## src/hdl/pat_pkg.sv

```systemverilog
package pat_pkg;

    // Operation codes carried in the kind field
    typedef enum logic [2:0] {
        KIND_CLEAR  = 3'd0,
        KIND_INSERT = 3'd1,
        KIND_DELETE = 3'd2,
        KIND_SEARCH = 3'd3,
        KIND_READ   = 3'd4
    } kind_t;

    // Result status codes
    typedef enum logic [1:0] {
        STAT_DONE      = 2'd0,
        STAT_INVALID   = 2'd1,
        STAT_NOT_FOUND = 2'd2
    } status_t;

    // What every cell of the chain does in a cycle
    typedef enum logic [1:0] {
        CELL_HOLD   = 2'd0,
        CELL_INSERT = 2'd1,
        CELL_SHIFT  = 2'd2
    } cell_op_t;

    localparam int DATA_W = 32;

endpackage

```

## src/hdl/pac_cell.sv

```systemverilog
module pac_cell #(
    parameter int IDXW  = 6,
    parameter int INDEX = 0
) (
    input  logic                        clk,
    input  pat_pkg::cell_op_t           op,
    input  logic [IDXW-1:0]             pos,
    input  logic [pat_pkg::DATA_W-1:0]  load_value,
    input  logic [pat_pkg::DATA_W-1:0]  left,
    input  logic [pat_pkg::DATA_W-1:0]  right,
    output logic [pat_pkg::DATA_W-1:0]  data
);

    localparam logic [IDXW-1:0] MY_INDEX = IDXW'(INDEX);

    logic [pat_pkg::DATA_W-1:0] data_reg;
    logic [pat_pkg::DATA_W-1:0] data_next;

    always_comb
    begin
        data_next = data_reg;
        unique case (op)
            pat_pkg::CELL_HOLD:
            begin
                data_next = data_reg;
            end
            pat_pkg::CELL_INSERT:
            begin
                // cells above the slot take the left neighbor, the slot takes the new word
                if (MY_INDEX > pos)
                begin
                    data_next = left;
                end
                else if (MY_INDEX == pos)
                begin
                    data_next = load_value;
                end
            end
            pat_pkg::CELL_SHIFT:
            begin
                // cells at and above pos pull from the right neighbor
                if (MY_INDEX >= pos)
                begin
                    data_next = right;
                end
            end
            default:
            begin
                data_next = data_reg;
            end
        endcase
    end

    always_ff @(posedge clk)
    begin
        data_reg <= data_next;
    end

    assign data = data_reg;

endmodule

```

## src/hdl/positional_array_table.sv

```systemverilog
// Channel  | Direction | Handshake                  | Payload
// item     | in        | item_valid / item_ready     | kind, position, value
// result   | out       | result_valid / result_ready | status, found_index, read_value, count
//
// Clear, insert, delete, a search of an empty table and every refused operation: the
// word is accepted and its result is registered at the next edge.
// Read in range and search of a non-empty table: the chain of cells rotates once
// through cell 0, where the single comparator and read tap sit.
// A new word is taken in idle once the result register is empty or being emptied.
// rst_n clears the count, the sequencer and the result valid; table contents are not reset.
// A stalled result holds the block; no further word is accepted until it drains.
module positional_array_table #(
    parameter int CAPACITY = 64
) (
    input  logic               clk,
    input  logic               rst_n,
    input  logic               item_valid,
    output logic               item_ready,
    input  logic [2:0]         kind,
    input  logic [6:0]         position,
    input  logic signed [31:0] value,
    output logic               result_valid,
    input  logic               result_ready,
    output logic [1:0]         status,
    output logic [5:0]         found_index,
    output logic signed [31:0] read_value,
    output logic [6:0]         count
);

    localparam int IDXW = (CAPACITY > 1) ? $clog2(CAPACITY) : 1;
    localparam int CW   = $clog2(CAPACITY + 1);
    localparam int CMPW = ((CW > 7) ? CW : 7) + 1;
    localparam int DW   = pat_pkg::DATA_W;

    localparam logic [CW-1:0]   COUNT_FULL = CW'(CAPACITY);
    localparam logic [IDXW-1:0] SCAN_LAST  = IDXW'(CAPACITY - 1);

    // Sequencer: idle takes words, scan rotates the chain for read and search
    typedef enum logic [1:0] {
        ST_IDLE = 2'b01,
        ST_SCAN = 2'b10
    } state_t;

    state_t state_reg, state_next;

    logic [CW-1:0]   count_reg, count_next;
    logic [IDXW-1:0] scan_cnt_reg, scan_cnt_next;
    logic            is_search_reg, is_search_next;
    logic [IDXW-1:0] pos_reg, pos_next;
    logic [DW-1:0]   val_reg, val_next;
    logic            hit_reg, hit_next;
    logic [IDXW-1:0] hit_idx_reg, hit_idx_next;
    logic [DW-1:0]   rd_reg, rd_next;

    logic            res_valid_reg, res_valid_next;
    logic [1:0]      res_status_reg, res_status_next;
    logic [IDXW-1:0] res_found_reg, res_found_next;
    logic [DW-1:0]   res_read_reg, res_read_next;

    pat_pkg::cell_op_t cell_op;
    logic [IDXW-1:0]   cell_pos;
    logic [DW-1:0]     cell_data [CAPACITY];

    logic accept;
    logic ins_ok;
    logic pos_in_range;
    logic match_now;
    logic scan_in_count;

    // Take a word only when the result slot is free by the next edge
    assign item_ready = (state_reg == ST_IDLE) && (!res_valid_reg || result_ready);
    assign accept     = item_valid && item_ready;

    assign ins_ok       = (CMPW'(position) <= CMPW'(count_reg)) && (count_reg < COUNT_FULL);
    assign pos_in_range = CMPW'(position) < CMPW'(count_reg);

    // Cell 0 shows entry scan_cnt during the rotation
    assign scan_in_count = CW'(scan_cnt_reg) < count_reg;
    assign match_now     = is_search_reg && !hit_reg && scan_in_count
                           && (cell_data[0] == val_reg);

    always_comb
    begin
        state_next     = state_reg;
        count_next     = count_reg;
        scan_cnt_next  = scan_cnt_reg;
        is_search_next = is_search_reg;
        pos_next       = pos_reg;
        val_next       = val_reg;
        hit_next       = hit_reg;
        hit_idx_next   = hit_idx_reg;
        rd_next        = rd_reg;
        cell_op        = pat_pkg::CELL_HOLD;
        cell_pos       = IDXW'(position);

        res_valid_next  = res_valid_reg && !result_ready;
        res_status_next = res_status_reg;
        res_found_next  = res_found_reg;
        res_read_next   = res_read_reg;

        unique case (state_reg)
            ST_IDLE:
            begin
                if (accept)
                begin
                    // default answer: refused, nothing changes
                    res_valid_next  = 1'b1;
                    res_status_next = pat_pkg::STAT_INVALID;
                    res_found_next  = '0;
                    res_read_next   = '0;
                    pos_next        = IDXW'(position);
                    val_next        = value;
                    hit_next        = 1'b0;
                    hit_idx_next    = '0;
                    rd_next         = '0;
                    scan_cnt_next   = '0;
                    unique case (kind)
                        pat_pkg::KIND_CLEAR:
                        begin
                            count_next      = '0;
                            res_status_next = pat_pkg::STAT_DONE;
                        end
                        pat_pkg::KIND_INSERT:
                        begin
                            if (ins_ok)
                            begin
                                cell_op         = pat_pkg::CELL_INSERT;
                                count_next      = count_reg + CW'(1);
                                res_status_next = pat_pkg::STAT_DONE;
                            end
                        end
                        pat_pkg::KIND_DELETE:
                        begin
                            if (pos_in_range)
                            begin
                                cell_op         = pat_pkg::CELL_SHIFT;
                                count_next      = count_reg - CW'(1);
                                res_status_next = pat_pkg::STAT_DONE;
                            end
                        end
                        pat_pkg::KIND_SEARCH:
                        begin
                            if (count_reg == '0)
                            begin
                                res_status_next = pat_pkg::STAT_NOT_FOUND;
                            end
                            else
                            begin
                                res_valid_next = 1'b0;
                                is_search_next = 1'b1;
                                state_next     = ST_SCAN;
                            end
                        end
                        pat_pkg::KIND_READ:
                        begin
                            if (pos_in_range)
                            begin
                                res_valid_next = 1'b0;
                                is_search_next = 1'b0;
                                state_next     = ST_SCAN;
                            end
                        end
                        default:
                        begin
                            res_status_next = pat_pkg::STAT_INVALID;
                        end
                    endcase
                end
            end
            ST_SCAN:
            begin
                // rotate the whole chain one place toward cell 0
                cell_op       = pat_pkg::CELL_SHIFT;
                cell_pos      = '0;
                scan_cnt_next = scan_cnt_reg + IDXW'(1);
                if (match_now)
                begin
                    hit_next     = 1'b1;
                    hit_idx_next = scan_cnt_reg;
                end
                if (!is_search_reg && (scan_cnt_reg == pos_reg))
                begin
                    rd_next = cell_data[0];
                end
                if (scan_cnt_reg == SCAN_LAST)
                begin
                    // chain is back in order after the last shift: post the result
                    state_next     = ST_IDLE;
                    res_valid_next = 1'b1;
                    if (is_search_reg)
                    begin
                        res_read_next = '0;
                        if (hit_reg || match_now)
                        begin
                            res_status_next = pat_pkg::STAT_DONE;
                            res_found_next  = hit_reg ? hit_idx_reg : scan_cnt_reg;
                        end
                        else
                        begin
                            res_status_next = pat_pkg::STAT_NOT_FOUND;
                            res_found_next  = '0;
                        end
                    end
                    else
                    begin
                        res_status_next = pat_pkg::STAT_DONE;
                        res_found_next  = '0;
                        res_read_next   = (scan_cnt_reg == pos_reg) ? cell_data[0] : rd_reg;
                    end
                end
            end
            default:
            begin
                state_next = ST_IDLE;
            end
        endcase
    end

    // Control state
    always_ff @(posedge clk or negedge rst_n)
    begin
        if (!rst_n)
        begin
            state_reg     <= ST_IDLE;
            count_reg     <= '0;
            scan_cnt_reg  <= '0;
            res_valid_reg <= 1'b0;
        end
        else
        begin
            state_reg     <= state_next;
            count_reg     <= count_next;
            scan_cnt_reg  <= scan_cnt_next;
            res_valid_reg <= res_valid_next;
        end
    end

    // Operands and result payload
    always_ff @(posedge clk)
    begin
        is_search_reg  <= is_search_next;
        pos_reg        <= pos_next;
        val_reg        <= val_next;
        hit_reg        <= hit_next;
        hit_idx_reg    <= hit_idx_next;
        rd_reg         <= rd_next;
        res_status_reg <= res_status_next;
        res_found_reg  <= res_found_next;
        res_read_reg   <= res_read_next;
    end

    // Chain of cells: cell i holds entry i; the last cell wraps to cell 0 on a shift
    for (genvar i = 0; i < CAPACITY; i++)
    begin : g_cell
        localparam int LEFT  = (i == 0) ? 0 : i - 1;
        localparam int RIGHT = (i + 1) % CAPACITY;

        pac_cell #(
            .IDXW  (IDXW),
            .INDEX (i)
        ) u_cell (
            .clk        (clk),
            .op         (cell_op),
            .pos        (cell_pos),
            .load_value (val_next),
            .left       (cell_data[LEFT]),
            .right      (cell_data[RIGHT]),
            .data       (cell_data[i])
        );
    end

    assign result_valid = res_valid_reg;
    assign status       = res_status_reg;
    assign found_index  = 6'(res_found_reg);
    assign read_value   = res_read_reg;
    assign count        = 7'(count_reg);

    // Count never runs past the table size
    a_count_bound: assert property (@(posedge clk) disable iff (!rst_n)
        count_reg <= COUNT_FULL)
        else $error("entry count above capacity");

    // The result slot is empty for the whole rotation
    a_scan_no_result: assert property (@(posedge clk) disable iff (!rst_n)
        (state_reg == ST_SCAN) |-> !res_valid_reg)
        else $error("result pending during scan");

    // A clear posts a done result with an empty table
    a_clear_result: assert property (@(posedge clk) disable iff (!rst_n)
        (accept && (kind == pat_pkg::KIND_CLEAR)) |=>
        (res_valid_reg && (count_reg == '0) && (res_status_reg == pat_pkg::STAT_DONE)))
        else $error("clear did not empty the table");

    // Insert into a full table is refused and leaves the count alone
    a_full_insert: assert property (@(posedge clk) disable iff (!rst_n)
        (accept && (kind == pat_pkg::KIND_INSERT) && (count_reg == COUNT_FULL)) |=>
        ((res_status_reg == pat_pkg::STAT_INVALID) && (count_reg == COUNT_FULL)))
        else $error("insert into full table not refused");

endmodule
```

## config.mk

```make
export PLATFORM = sky130hd
export DESIGN_NAME = positional_array_table
export DESIGN_NICKNAME = d
export VERILOG_FILES = /design/src/hdl/pat_pkg.sv /design/src/hdl/pac_cell.sv /design/src/hdl/positional_array_table.sv
export SDC_FILE = /design/constraint.sdc
export NUM_CORES = 2
export LEC_CHECK = 0
export ABC_AREA = 0
export BUFFER_PORTS_ARGS = -buffer_cell sky130_fd_sc_hd__buf_2
export CAP_MARGIN = 10
export CORE_MARGIN = 2
export CORE_UTILIZATION = 50
export DETAILED_ROUTE_END_ITERATION = 8
export PLACE_DENSITY_LB_ADDON = 0.08
export SYNTH_ARGS = -nofsm -noshare
export SYNTH_HDL_FRONTEND = slang
export SYNTH_HIERARCHICAL = 1
export SYNTH_SLANG_ARGS = --single-unit
export TNS_END_PERCENT = 30
```

## constraint.sdc

```tcl
create_clock -name clk -period 16.6 [get_ports clk]
set_input_delay 2.49 -clock clk [delete_from_list [all_inputs] [get_ports clk]]
set_output_delay 2.49 -clock clk [all_outputs]
set_load 0.005 [all_outputs]
```

== Word-level counts from Yosys, hierarchy flattened ==
Index checks and enable logic that the tools add are counted.
Word-level totals
  input bits: 46
  output and inout port bits: 49
  word-level logic and storage cells: 829
  bits in registers: 2182
Cells by class
  muxes and demuxes: 310
  add/subtract/negate cells: 3
  $lt $le $gt $ge: 132
  reduce and logical (&&, ||, !) cells: 93
  eq/ne operators: 214
Operators by type and width (count)
  32-bit two-way mux: 199
  32-bit one-hot mux with 2 select lines: 66
  3-bit AND reduction: 66
  6-bit == test (first input constant): 32
  6-bit greater-or-equal comparator (first input constant): 32
  6-bit greater-than comparator (first input constant): 32
  3-bit by 1-bit inequality test with 1-bit output (second input constant): 64
  2-bit by 1-bit inequality test with 1-bit output (second input constant): 65
  5-bit by 6-bit == test with 1-bit output (first input constant): 16
  5-bit by 6-bit greater-or-equal comparator with 1-bit output (first input constant): 16
  5-bit by 6-bit greater-than comparator with 1-bit output (first input constant): 16
  4-bit by 6-bit == test with 1-bit output (first input constant): 8
  4-bit by 6-bit greater-or-equal comparator with 1-bit output (first input constant): 8
  4-bit by 6-bit greater-than comparator with 1-bit output (first input constant): 8
  6-bit two-way mux: 7
  6-bit one-hot mux with 2 select lines: 3
  32-bit == test: 1
  3-bit by 6-bit == test with 1-bit output (first input constant): 4
  3-bit by 6-bit greater-or-equal comparator with 1-bit output (first input constant): 4
  3-bit by 6-bit greater-than comparator with 1-bit output (first input constant): 4
  2-bit two-way mux: 11
  7-bit one-hot mux with 3 select lines: 1
  2-bit one-hot mux with 2 select lines: 5
  2-bit inequality test (second input constant): 9
  36 further kinds: 75

== Longest topological paths before layout ==
  depth after elaboration: 9
  depth in mapped cells: 13
  depth with buffers taken out: 11

== Worst setup path before layout ==
No wires, ideal clock.
  kind: input port to flip-flop
  from: input position[3]
  to: register g_cell[26].u_cell.data_reg (netlist bit g_cell[26].u_cell/data[0]), enable pin
  stages on the path: 2
  arrival: 15.035 ns
  required time: 15.287 ns
  path buffers: 0
  setup slack: 0.252 ns
  path through: nor2b_1 -> a311oi_1
On the way
  word-level cells in the longest chain between the ends: 9
  elaborated cells on any way between the ends: 18
  classes of those cells: 4 x order compare; 5 x eq/ne; 6 x mux; 3 x reduce/logical
RTL lines
  from (decl): RTL line positional_array_table.sv:20  | input logic [6:0] position,
  7-bit <= comparator: RTL line positional_array_table.sv:74  | assign ins_ok = (CMPW'(position) <= CMPW'(count_reg)) && (count_reg < COUNT_FULL);
  1-bit logical AND: RTL line positional_array_table.sv:74
  1-bit two-way mux: RTL line positional_array_table.sv:125  | if (ins_ok)
  2-bit one-hot mux with 2 select lines: RTL line positional_array_table.sv:117  | unique case (kind)
  2-bit two-way mux: RTL line positional_array_table.sv:104  | if (accept)
  2-bit one-hot mux with 2 select lines: RTL line positional_array_table.sv:101  | unique case (state_reg)
  2-bit by 1-bit == test with 1-bit output / 2-bit == test (equally long branches): RTL line pac_cell.sv:22  | unique case (op)
  3-bit by 1-bit inequality test with 1-bit output (no line) (tied with other cells)
  3-bit AND reduction (no line) *
  to (signal assigned): RTL line pac_cell.sv:56  | data_reg <= data_next;
  to (decl): RTL line pac_cell.sv:16  | logic [pat_pkg::DATA_W-1:0] data_reg;
Every way passes the cells marked *; elsewhere a longest branch is shown, timed or not.
A chain may end at the register's enable or synchronous reset.

== Final worst setup path ==
  from: input result_ready
  to: register g_cell[44].u_cell.data_reg (netlist bit g_cell[44].u_cell/data[25]), enable pin
On the way
  word-level cells in the longest chain between the ends: 8
  elaborated cells on any way between the ends: 11
  classes of those cells: 4 x eq/ne; 2 x mux; 5 x reduce/logical
RTL lines
  from (decl): RTL line positional_array_table.sv:23  | input logic result_ready,
  1-bit logical OR *: RTL line positional_array_table.sv:71  | assign item_ready = (state_reg == ST_IDLE) && (!res_valid_reg || result_ready);
  1-bit logical AND *: RTL line positional_array_table.sv:71
  1-bit logical AND *: RTL line positional_array_table.sv:72  | assign accept = item_valid && item_ready;
  2-bit two-way mux *: RTL line positional_array_table.sv:104
  2-bit one-hot mux with 2 select lines *: RTL line positional_array_table.sv:101
  via cell_op[1]: RTL line positional_array_table.sv:60  | pat_pkg::cell_op_t cell_op;
  2-bit by 1-bit == test with 1-bit output / 2-bit == test (equally long branches): RTL line pac_cell.sv:22
  3-bit by 1-bit inequality test with 1-bit output (no line) (tied with other cells)
  3-bit AND reduction (no line) *
  to (signal assigned): RTL line pac_cell.sv:56
  to (decl): RTL line pac_cell.sv:16
Mark *: on every way through the listed nets, which the timed path passes. The rest lies on a longest branch.

==> flow_summary_export.csv <==
group,metric,value,unit
worst_hold_path,hold_path_class,"flip-flop to flip-flop",
timing,finalSetupTns,0,ns
placed_design,dp_hpwl,269.5,mm
timing,setup_violations,0,
worst_setup_path,arrival,7.72,ns
floorplan,core,0.2459,mm²
finish,syn_to_final_growth,6.741,%
placed_design,place_area,0.1240,mm²
finish,fillCellCount,21730,
placed_design,portBuffers,94,
timing,fin_ws,9.421,ns
logic_synthesis,netlist.area_leader.share,0.5181,
finish,layout-drive-gt1-share,0.1345,
finish,area.sequential,0.06512,mm²
routing,drcViolationCount,0,
routing,drtIter0Drc,13010,
run_status,status,"complete, no violations",
floorplan,dieArea,0.2514,mm²
logic_synthesis,postSynthAreaPerCell,10.34,µm²
routing,vias_per_cell,6.705,
timing,tightest_slew,1.304,ns
floorplan,fp-row-count,182,
logic_synthesis,post-synth-top-area-cell,"edfxtp_1",
routing,ant_nets,0,
timing,final-hold-violation-count,0,
flow_run,maxCapViolations,0,
worst_setup_path,cp-start-kind,"input pin",
finish,final_util,0.5368,
timing,fmax,139.3,MHz
clocking,clockBufferDepth,3,
logic_synthesis,synth_common_cells,"edfxtp_1 (2134), nand2_1 (1452), a31oi_1 (1417), nor2_1 (1405), nand3_1 (662)",
power,ir_drop,103.0,µV
timing,fin_skew,0.06958,ns
timing,rsz0062_at_grt,"false",
power,leakage,44.27,nW
timing,slew_violations,0,
floorplan,io_pins,95,
grt,gr-total-overflow,0,
timing,period_minus_slack,7.179,ns
worst_setup_path,reg2reg_slack,10.28,ns
clocking,cts-root-buf,"clkbuf_16",
grt,antenna_found_initial,10,
logic_synthesis,yosysMostFrequentCell,"edfxtp_1",
clocking,cts_hold_buffers,0,
finish,fin_nets,11490,
clocking,post_cts_resized,0,
finish,multiInputGateArea,0.05214,mm²
timing,whs,0.5270,ns
worst_setup_path,crit_type,"input pin to flip-flop",
routing,dr.pass1.iters,8,
routing,wl_per_cell,27.81,µm
logic_synthesis,ys.warnings.count,6,
logic_synthesis,synth_edf_count,2134,
logic_synthesis,synthFlopType,"edfxtp_1",
power,total_power,11.34,mW
floorplan,die_x,501.4,µm
logic_synthesis,ys_seq_area_frac,0.5266,
logic_synthesis,synth-seq-cells,2182,
grt,grt_pass1_wl,620.1,mm
grt,grt_pass1_vias,95340,
routing,vias,99590,
placed_design,place.gp.congestion,0.9089,
routing,wirelength,413.0,mm
grt,grt_usage,0.3178,
logic_synthesis,yosys-top-cells-area,"edfxtp_1 (52%), a31oi_1 (7.2%), nand2_1 (4.4%), nor2_1 (4.3%), o211ai_2 (3.0%)",
clocking,cts_tree,"done",
floorplan,die_height,501.4,µm
finish,fin_cells,14850,
logic_synthesis,ys_types,134,
clocking,cts.sinks,2182,
floorplan,initial_core_util,0.5029,
power,p_per_area,85.92,mW/mm²
grt,grt_max_degree,169,
worst_setup_path,cp.required,17.14,ns
placed_design,place_inst,14380,
clocking,htreeDepth,4,
finish,largest_reg_flops,2048,
clocking,numCtsBuffers,240,
timing,fin_crit_sh,0.4325,
finish,final_area,0.1320,mm²
worst_setup_path,endpoint_kind,"flip-flop",
logic_synthesis,syn_area,0.1237,mm²
placed_design,dp_slack,8.376,ns
logic_synthesis,syn_nets,12030,
clocking,cts_setup_buffers,0,
worst_setup_path,cp_max_fo,65,
clocking,clock_latency,0.91,ns
timing,slew_headroom,0.1305,
logic_synthesis,synthCells,11960,
logic_synthesis,synth_async_sr_flop_share,0.007333,
clocking,path_clk_slew,0.06,ns
cell usage in the layout (no fill, tap or decap), types with 64 or more instances in the layout:
cell and instances:
o21ai_1 440, nand3b_1 68, buf_2 94, o21ai_0 465, buf_4 264, nand4_1 141
and2_1 238, nand3_1 662, a21oi_1 208, a31oi_1 1412, nand2_1 1420, a221o_1 162
o211ai_2 295, mux2i_1 163, o211ai_1 226, nor2b_1 120, nand2b_1 99, nor3b_1 97
edfxtp_1 2134, nor2_1 1400, clkbuf_1 64, clkbuf_16 242
routing by layer:
layer	vias to the layer above	track usage	part of all wire
met4	2	0.1147	0.038
met5	-	0	0.000031
met3	791	0.05366	0.096
li1	44140	-	-
met2	5395	0.4712	0.44
met1	49260	0.4674	0.43
where the power goes:
part           switching (mW)  internal (mW)  total, mW  leakage (nW)
Clock                    2.37           3.00       5.37          3.77
Combinational          0.0124        0.00780     0.0202          23.2
Sequential                  0           5.95       5.95          17.3
cells by family after synthesis:
| family | after synthesis | share of synthesized area |
|---|---|---|
| AO/OA/AOI/OAI | 3595 | 0.2041 |
| flip-flops | 2182 | 0.5266 |
| buffers and inverters | 1193 | 0.06056 |
| XOR/XNOR | 77 | 0.005453 |
| AND/OR/NAND/NOR | 4634 | 0.1773 |
| adder cells (fa/ha/maj) | 22 | 0.002286 |
| multiplexers | 259 | 0.02375 |
worst paths after layout:
path / from / to / cells after the start
worst min register to register: state_reg[0]$_DFFE_PN1P_ / state_reg[0]$_DFFE_PN1P_ / 1
worst max register to register: state_reg[0]$_DFFE_PN1P_ / g_cell[44].u_cell/data[25]$_DFFE_PP_ / 12
worst min-delay path: state_reg[0]$_DFFE_PN1P_ / state_reg[0]$_DFFE_PN1P_ / 1
min in group asynchronous: rst_n / count[5]$_DFFE_PN0P_ / 1
worst max-delay path: result_ready / g_cell[44].u_cell/data[25]$_DFFE_PP_ / 13
max in group asynchronous: rst_n / result_valid$_DFF_PN0_ / 1
critical path: stages:
cell and delay, ns:
buf_2 0.11, nand2b_1 0.22, nand3_1 0.12, buf_4 0.31
inv_2 0.35, a31oi_1 0.18, nor2_4 0.51, buf_4 0.68
buf_4 0.56, buf_4 0.56, nand2b_2 0.73, a21oi_2 0.30
buf_4 0.42
area by class of cell:
class	count	share of cell area
repair buffers	380	0.02176
inverters	28	0.0007961
flip-flops and latches	2182	0.4933
clock buffers	309	0.04792
diodes	7	0.0001327
well taps	3220	0.03052
clock inverters	140	0.01065
multi-input cells	8587	0.3949
Note: power is estimated with default switching activity, not from simulation.
